**src/sv/ffc_pkg.sv**
```systemverilog
// Package for the float/fixed converter: field widths, codes and shared types.
// No dependencies.
`default_nettype none
package ffc_pkg;
    localparam int WORD_WIDTH_DEF = 32;
    localparam int CFG_W = 6;
    localparam logic [1:0] ST_OK = 2'd0;
    localparam logic [1:0] ST_RANGE = 2'd1;
    localparam logic [1:0] ST_WIDE = 2'd2;
    localparam logic OP_F2X = 1'b0;
    localparam logic OP_X2F = 1'b1;
    localparam logic [1:0] REG_FRAC = 2'd0;
    localparam logic [1:0] REG_INT = 2'd1;
    localparam logic [1:0] REG_SIGNED = 2'd2;

    // Item state after the first stage.
    typedef struct packed {
        logic        op;
        logic        wide;
        logic        neg;
        logic        nan;
        logic        huge;
        logic        zero;
        logic [63:0] ip;
        logic [63:0] rnd;
        logic        frac;
        logic [63:0] lim;
        logic [5:0]  fr;
        logic [31:0] u;
    } s1_t;
endpackage
`default_nettype wire

```
**src/sv/float_fixed_converter_unit.sv**
```systemverilog
// Top level of the float/fixed converter: three-stage pipeline with stall.
// Depends on ffc_pkg.
//
// Channel | Dir | tdata fields (low bit up)                  | tuser
// s_      | in  | operation[0], float_bits[32:1], fixed[64:33] | -
// m_      | out | result_bits[31:0], status[33:32]            | -
//
// One transaction per cycle while the output is not stalled; a result passes through
// the stage 1, stage 2 and stage 3 registers before it is offered.
// Stage 1 decodes and shifts, stage 2 checks range and finds the leading one,
// stage 3 rounds and packs. Reset clears the valid bits and loads the format registers with defaults.
// A stall holds every full stage whose successor cannot move on; nothing is lost.
`default_nettype none
module float_fixed_converter_unit #(
    parameter int WORD_WIDTH = ffc_pkg::WORD_WIDTH_DEF
) (
    input  wire         aclk,
    input  wire         aresetn,
    input  wire         s_tvalid,
    output logic        s_tready,
    input  wire  [71:0] s_tdata,   // operation, float_bits, fixed_word
    output logic        m_tvalid,
    input  wire         m_tready,
    output logic [39:0] m_tdata,   // result_bits, status
    input  wire         cfg_we,
    input  wire  [1:0]  cfg_index,
    input  wire  [5:0]  cfg_data
);
    logic [5:0] frac_reg, int_reg;
    logic       sgn_reg;
    always_ff @(posedge aclk) begin
        if (!aresetn) begin
            frac_reg <= '0; int_reg <= 6'd32; sgn_reg <= 1'b1;
        end else if (cfg_we) begin
            case (cfg_index)
                ffc_pkg::REG_FRAC:   frac_reg <= cfg_data;
                ffc_pkg::REG_INT:    int_reg <= cfg_data;
                ffc_pkg::REG_SIGNED: sgn_reg <= cfg_data[0];
                default: ;
            endcase
        end
    end

    logic v1_reg, v2_reg, v3_reg;
    logic en1, en2, en3;
    assign en3 = !v3_reg || m_tready;
    assign en2 = !v2_reg || en3;
    assign en1 = !v1_reg || en2;
    assign s_tready = en1;
    assign m_tvalid = v3_reg;

    // Stage 1: decode and align.
    ffc_pkg::s1_t s1_next, s1_reg;
    always_comb begin
        logic        op, sg;
        logic [7:0]  ex;
        logic [22:0] man;
        logic [6:0]  w;
        logic [63:0] posmax, negmag, mag, m2;
        logic signed [9:0] sh;
        logic [5:0] k;
        logic [31:0] fw;
        op = s_tdata[0];
        fw = s_tdata[64:33];
        sg = s_tdata[32];
        ex = s_tdata[31:24];
        man = s_tdata[23:1];
        k = '0;
        m2 = '0;
        w = {1'b0, int_reg} + {1'b0, frac_reg};
        posmax = '0; negmag = '0;
        if (w != 0) begin
            if (sgn_reg) begin
                negmag = 64'd1 << (w - 7'd1);
                posmax = negmag - 64'd1;
            end else begin
                posmax = (64'd1 << w) - 64'd1;
            end
        end
        s1_next = '0;
        s1_next.op = op;
        s1_next.fr = frac_reg;
        s1_next.wide = (w > 7'(WORD_WIDTH)) || (w > 7'd32);
        mag = {40'd0, (ex != 0), man};
        sh = $signed({2'b0, (ex != 0) ? ex : 8'd1}) - 10'sd150
             + $signed({4'b0, frac_reg});
        if (op == ffc_pkg::OP_F2X) begin
            s1_next.neg = sg;
            s1_next.lim = sg ? negmag : posmax;
            s1_next.nan = (ex == 8'hFF) && (man != 0);
            s1_next.huge = (ex == 8'hFF);
            s1_next.zero = (ex != 8'hFF) && (mag == 0);
            if (sh >= 0) begin
                if (sh > 10'sd39) s1_next.huge = 1'b1;
                else begin
                    s1_next.ip = mag << sh[5:0];
                    s1_next.rnd = s1_next.ip;
                end
            end else if (-sh >= 10'sd25) begin
                s1_next.frac = 1'b1;
            end else begin
                k = 6'(-sh);
                s1_next.ip = mag >> k;
                m2 = mag & ((64'd1 << k) - 64'd1);
                s1_next.frac = (m2 != 0);
                s1_next.rnd = (mag + (64'd1 << (k - 6'd1))) >> k;
            end
        end else begin
            s1_next.neg = sgn_reg && fw[31];
            s1_next.u = s1_next.neg ? (32'd0 - fw) : fw;
            s1_next.lim = s1_next.neg ? negmag : posmax;
        end
    end

    // Stage 2: range check, leading one.
    logic [31:0] res2_next, res2_reg;
    logic [1:0]  st2_next, st2_reg;
    logic [4:0]  p2_next, p2_reg;
    ffc_pkg::s1_t s2_reg;
    always_comb begin
        logic [63:0] r;
        r = s1_reg.rnd;
        res2_next = '0; st2_next = ffc_pkg::ST_OK; p2_next = '0;
        if (s1_reg.wide) st2_next = ffc_pkg::ST_WIDE;
        else if (s1_reg.op == ffc_pkg::OP_F2X) begin
            if (s1_reg.nan) st2_next = ffc_pkg::ST_RANGE;
            else if (!s1_reg.zero) begin
                if (s1_reg.huge || s1_reg.ip > s1_reg.lim
                    || (s1_reg.ip == s1_reg.lim && s1_reg.frac)) begin
                    st2_next = ffc_pkg::ST_RANGE; r = s1_reg.lim;
                end
                res2_next = s1_reg.neg ? 32'd0 - r[31:0] : r[31:0];
            end
        end else begin
            st2_next = ({32'd0, s1_reg.u} > s1_reg.lim) ? ffc_pkg::ST_RANGE
                                                         : ffc_pkg::ST_OK;
            for (int i = 0; i < 32; i++)
                if (s1_reg.u[i]) p2_next = 5'(i);
        end
    end

    // Stage 3: round to single and pack; float-to-fixed results pass through.
    logic [31:0] res3_next, res3_reg;
    logic [1:0]  st3_reg;
    always_comb begin
        logic [31:0] u, keep, rem, half;
        logic [5:0]  p, s;
        logic [7:0]  ex;
        u = s2_reg.u;
        p = {1'b0, p2_reg};
        res3_next = res2_reg;
        keep = '0;
        rem = '0;
        half = '0;
        s = '0;
        ex = '0;
        if (s2_reg.op == ffc_pkg::OP_X2F && !s2_reg.wide) begin
            if (u == 0) res3_next = '0;
            else begin
                if (p <= 6'd23) keep = u << (6'd23 - p);
                else begin
                    s = p - 6'd23;
                    rem = u & ((32'd1 << s) - 32'd1);
                    half = 32'd1 << (s - 6'd1);
                    keep = u >> s;
                    if (rem > half || (rem == half && keep[0])) keep = keep + 32'd1;
                    if (keep == 32'h0100_0000) begin
                        keep = keep >> 1; p = p + 6'd1;
                    end
                end
                ex = 8'(p) + 8'd127 - 8'(s2_reg.fr);
                res3_next = {s2_reg.neg, ex, keep[22:0]};
            end
        end
    end

    always_ff @(posedge aclk) begin
        if (!aresetn) begin
            v1_reg <= 1'b0; v2_reg <= 1'b0; v3_reg <= 1'b0;
        end else begin
            if (en1) v1_reg <= s_tvalid;
            if (en2) v2_reg <= v1_reg;
            if (en3) v3_reg <= v2_reg;
        end
        if (en1) s1_reg <= s1_next;
        if (en2) begin
            s2_reg <= s1_reg; res2_reg <= res2_next;
            st2_reg <= st2_next; p2_reg <= p2_next;
        end
        if (en3) begin
            res3_reg <= res3_next; st3_reg <= st2_reg;
        end
    end

    assign m_tdata = {6'd0, st3_reg, res3_reg};

    a_hold: assert property (@(posedge aclk) disable iff (!aresetn)
        m_tvalid && !m_tready |=> m_tvalid && $stable(m_tdata)) else $error("hold");
    a_st: assert property (@(posedge aclk) disable iff (!aresetn)
        m_tvalid |-> st3_reg != 2'd3) else $error("status");
    a_wide: assert property (@(posedge aclk) disable iff (!aresetn)
        m_tvalid && st3_reg == ffc_pkg::ST_WIDE |-> res3_reg == 0) else $error("wide");
endmodule
`default_nettype wire

```
**config.mk**
```make
export PLATFORM = sky130hd
export DESIGN_NAME = float_fixed_converter_unit
export DESIGN_NICKNAME = d
export VERILOG_FILES = /design/src/sv/ffc_pkg.sv /design/src/sv/float_fixed_converter_unit.sv
export SDC_FILE = /design/constraint.sdc
export NUM_CORES = 2
export LEC_CHECK = 0
export ABC_AREA = 1
export CAP_MARGIN = 10
export CORE_MARGIN = 4
export CORE_UTILIZATION = 40
export DETAILED_ROUTE_END_ITERATION = 10
export DONT_BUFFER_PORTS = 1
export SLEW_MARGIN = 10
export SYNTH_ARGS = -nofsm -noshare
export SYNTH_HDL_FRONTEND = slang
export SYNTH_SLANG_ARGS = --single-unit
```
**constraint.sdc**
```tcl
create_clock -name aclk -period 13.95 [get_ports aclk]
set_input_delay 2.0925 -clock aclk [delete_from_list [all_inputs] [get_ports aclk]]
set_output_delay 2.0925 -clock aclk [all_outputs]
set_load 0.03 [all_outputs]
```
==> impl_metrics.prom <==
# TYPE chip_impl_metric gauge
chip_impl_metric{name="remaining_drc_errors",unit=""} 0
chip_impl_metric{name="post_cts_resize_count",unit=""} 0
chip_impl_metric{name="cts.sinks",unit=""} 335
chip_impl_metric{name="dr.first_iter.drc_count",unit=""} 4005
chip_impl_metric{name="clock_insertion_delay_worst_skew",unit="ns"} 0.57
chip_impl_metric{name="crit_path_max_fanout",unit=""} 47
chip_impl_metric{name="ir_worst_vdd",unit="mV"} 0.0742
chip_impl_metric{name="holdWs",unit="ns"} 0.412
chip_impl_info{name="cts.root.buffer_cell",value="clkbuf_16"} 1
chip_impl_info{name="setup.worst_path.end_class",value="flip-flop"} 1
chip_impl_info{name="most_frequent_cells_in_the_layout",value="nand2_1 (1,500), nor2_1 (759), inv_1 (638)"} 1
chip_impl_metric{name="area.sequential",unit="sq um"} 9900
chip_impl_metric{name="floorplan.io_pins",unit=""} 127
chip_impl_metric{name="htree_levels",unit=""} 2
chip_impl_metric{name="post-place-ws",unit="ns"} 3.43
chip_impl_info{name="timing.critical_path.from_type",value="primary input"} 1
chip_impl_metric{name="initial_core_util",unit="%"} 40.4
chip_impl_metric{name="fin_total_pwr",unit="mW"} 4.62
chip_impl_metric{name="grt_start_max_net_pins",unit=""} 85
chip_impl_metric{name="die-area",unit="sq um"} 94500
chip_impl_metric{name="crit_required",unit="ns"} 14.24
chip_impl_metric{name="cts_buffers",unit=""} 39
chip_impl_metric{name="fin_crit",unit="ns"} 10.06
chip_impl_metric{name="dr_total_vias",unit=""} 38339
chip_impl_metric{name="yosys_warnings",unit=""} 0
chip_impl_metric{name="postSynthRegisterBits",unit=""} 335
chip_impl_metric{name="ctsLongestPathBuffers",unit=""} 3
chip_impl_metric{name="p_per_area",unit="nW/um^2"} 121
chip_impl_metric{name="worst_pin_slew",unit="ns"} 1.10
chip_impl_metric{name="core_area",unit="sq um"} 88600
chip_impl_metric{name="cts.clk_slew.worst_paths",unit="ns"} 0.06
chip_impl_metric{name="routed_wire_length_per_instance",unit="microns"} 21.0
chip_impl_info{name="outcome",value="completed"} 1
chip_impl_info{name="mostFrequentLayoutCell",value="nand2_1"} 1
chip_impl_info{name="timing_worst_setup_path_type",value="primary input to flip-flop"} 1
chip_impl_metric{name="slowest_delay",unit="ns"} 0.47
chip_impl_metric{name="multiInputGateArea",unit="sq um"} 22400
chip_impl_metric{name="layout.filler_cells",unit=""} 9616
chip_impl_metric{name="wire_length_of_the_first_global_routing_pass",unit="microns"} 212000
chip_impl_metric{name="final_layout_size_suffix_gt1_share",unit="%"} 4.76
chip_impl_metric{name="synth.cell_area",unit="sq um"} 35800
chip_impl_metric{name="fraction_of_the_cycle_the_final_worst_path_needs",unit="%"} 72.1
chip_impl_info{name="worst_hold_path_type",value="flip-flop to flip-flop"} 1
chip_impl_metric{name="fin_worst_skew",unit="ns"} 0.0280
chip_impl_metric{name="hpwlAfterDp",unit="microns"} 113000
chip_impl_metric{name="avgViaCountPerCell",unit=""} 5.69
chip_impl_metric{name="timing_hold_violations_final",unit=""} 0
chip_impl_metric{name="largest_register_ffs",unit=""} 205
chip_impl_metric{name="cts_hold_repair.buffers",unit=""} 0
chip_impl_metric{name="postCtsSetupRepairBufs",unit=""} 0
chip_impl_metric{name="final.setup.tns",unit="ns"} 0
chip_impl_metric{name="finalMaxSlewViolations",unit=""} 0
chip_impl_metric{name="postSynthCellCount",unit=""} 5667
chip_impl_metric{name="netlist-cell-type-count",unit=""} 74
chip_impl_info{name="synth_top_flop_cell",value="edfxtp_1"} 1
chip_impl_info{name="grt_setup_unrepaired",value="no"} 1
chip_impl_metric{name="final_cell_area",unit="sq um"} 38000
chip_impl_info{name="synth_largest_area_cell",value="edfxtp_1"} 1
chip_impl_metric{name="gpl.final_weighted_congestion",unit=""} 1.01
chip_impl_metric{name="routed_wirelength",unit="microns"} 141000
chip_impl_info{name="critical-path-top-cell-by-count",value="nand2_1"} 1
chip_impl_metric{name="fmaxAchievable",unit="GHz"} 0.0994
chip_impl_metric{name="place_area",unit="sq um"} 36600
chip_impl_metric{name="critical_path_data_arrival_time",unit="ns"} 10.35
chip_impl_metric{name="grt-ovfl-total",unit=""} 0
chip_impl_metric{name="netlist.area_leader.share",unit="%"} 26.7
chip_impl_metric{name="power.static_leakage",unit="nW"} 17.6
chip_impl_metric{name="synth_enable_flop_cells",unit=""} 319
chip_impl_info{name="critPathSlowestCell",value="fa_1"} 1
chip_impl_metric{name="groute.usage.overall",unit="%"} 29.0
chip_impl_metric{name="ys_seq_area_share",unit="%"} 27.6
chip_impl_metric{name="final-setup-viol-count",unit=""} 0
chip_impl_metric{name="antenna_found_initial",unit=""} 4
chip_impl_metric{name="placementRows",unit=""} 109
chip_impl_metric{name="timing.final.ws_setup",unit="ns"} 3.89
chip_impl_metric{name="slew_headroom",unit="%"} 26.2
chip_impl_metric{name="syn-mean-instance-area",unit="sq um"} 6.32
chip_impl_info{name="tritoncts",value="built"} 1
chip_impl_metric{name="area_delta_synth_final",unit="%"} 6.03
chip_impl_metric{name="port-buffer-count",unit=""} 0
chip_impl_metric{name="async_reset_ff_share",unit="%"} 0
chip_impl_metric{name="detail_route.first_pass.iterations",unit=""} 6
chip_impl_metric{name="detail-route-antenna-nets",unit=""} 0
chip_impl_metric{name="maxCapViolations",unit=""} 0
chip_impl_info{name="synthTopCellsByArea",value="edfxtp_1 (27%), nand2_1 (16%), nor2_1 (8.0%)"} 1
chip_impl_metric{name="nets",unit=""} 5819
chip_impl_metric{name="die_w",unit="microns"} 307
chip_impl_metric{name="dieHeight",unit="microns"} 307
chip_impl_metric{name="grt_pass1_vias",unit=""} 35112
## synth_stat cells (14+ instances only)
cell type,n
nand3b_1,34
xor2_1,27
edfxtp_1,319
o21ai_0,392
ha_1,193
nand3_1,533
nor2_1,760
o21ai_1,33
nand2_2,34
nand2_1,1501
o21bai_1,21
buf_2,31
nor2_2,23
nor3_1,130
nor4_1,34
nor3_2,14
a22oi_1,16
buf_4,24
dfxtp_1,16
xnor2_1,20
buf_1,42
clkbuf_1,111
clkinv_1,14
a31oi_1,24
o211ai_1,15
inv_1,640
inv_2,22
a21oi_1,340
o22ai_1,23
nand4_1,93
## layer usage
layer / GRT usage, % / wire (microns)
met5: 0 / 26
met4: 9.63 / 5380
met3: 3.77 / 10600
met2: 48.0 / 64200
met1: 39.4 / 60900
## critical path: cells and delay by family
kind / cells / cell delay, ns
buf+inv: 12 / 2.29
simple gates: 26 / 3.25
fa+ha+maj: 5 / 1.45
compound gates: 5 / 1.24
## final timing paths
check / start / endpoint / slack (ns) / cells after the start
worst max-delay path: s_tdata[26] / s1_reg[127] / 3.89 / 48
worst min register to register: s1_reg[36] / s2_reg[36] / 0.41 / 0
worst max register to register: p2_reg[3] / res3_reg[30] / 4.49 / 46
worst min-delay path: s1_reg[36] / s2_reg[36] / 0.41 / 0
## kinds of logic (layout without fill, tap and decap cells)
logic type | count (synthesis) | after routing | share of synthesized area (%)
flops | 335 | 335 | 27.6
fa+ha+maj | 197 | 197 | 6.96
buf+inv | 896 | 790 | 9.97
mux | 11 | 11 | 0.307
xor+xnor | 50 | 50 | 1.35
simple gates | 3226 | 3226 | 39.1
other cells | 1 | 8 | 0.0105
compound gates | 951 | 951 | 14.7
## power by group
group          internal [mW]  switching, mW
Clock                  0.662          0.436
Sequential              1.27          0.135
Combinational          0.579           1.53
## layout make-up
class                      instances  area share [%]
clock inverter                    26           0.919
multi-input combinational       4442            59.0
tap                             1165            3.84
timing repair buffer              41           0.810
clock buffer                      45            2.68
sequential                       335            26.1
inverter                         678            6.71
antenna                            1         0.00659
## metrics by stage
step	util, %	std cells
global route	42.9	6732
floorplan	-	5673
CTS	42.9	6732
finish	42.9	6733
global placement	41.3	6661
detailed placement	41.3	6661
Note: power is estimated with default switching activity, not from simulation.
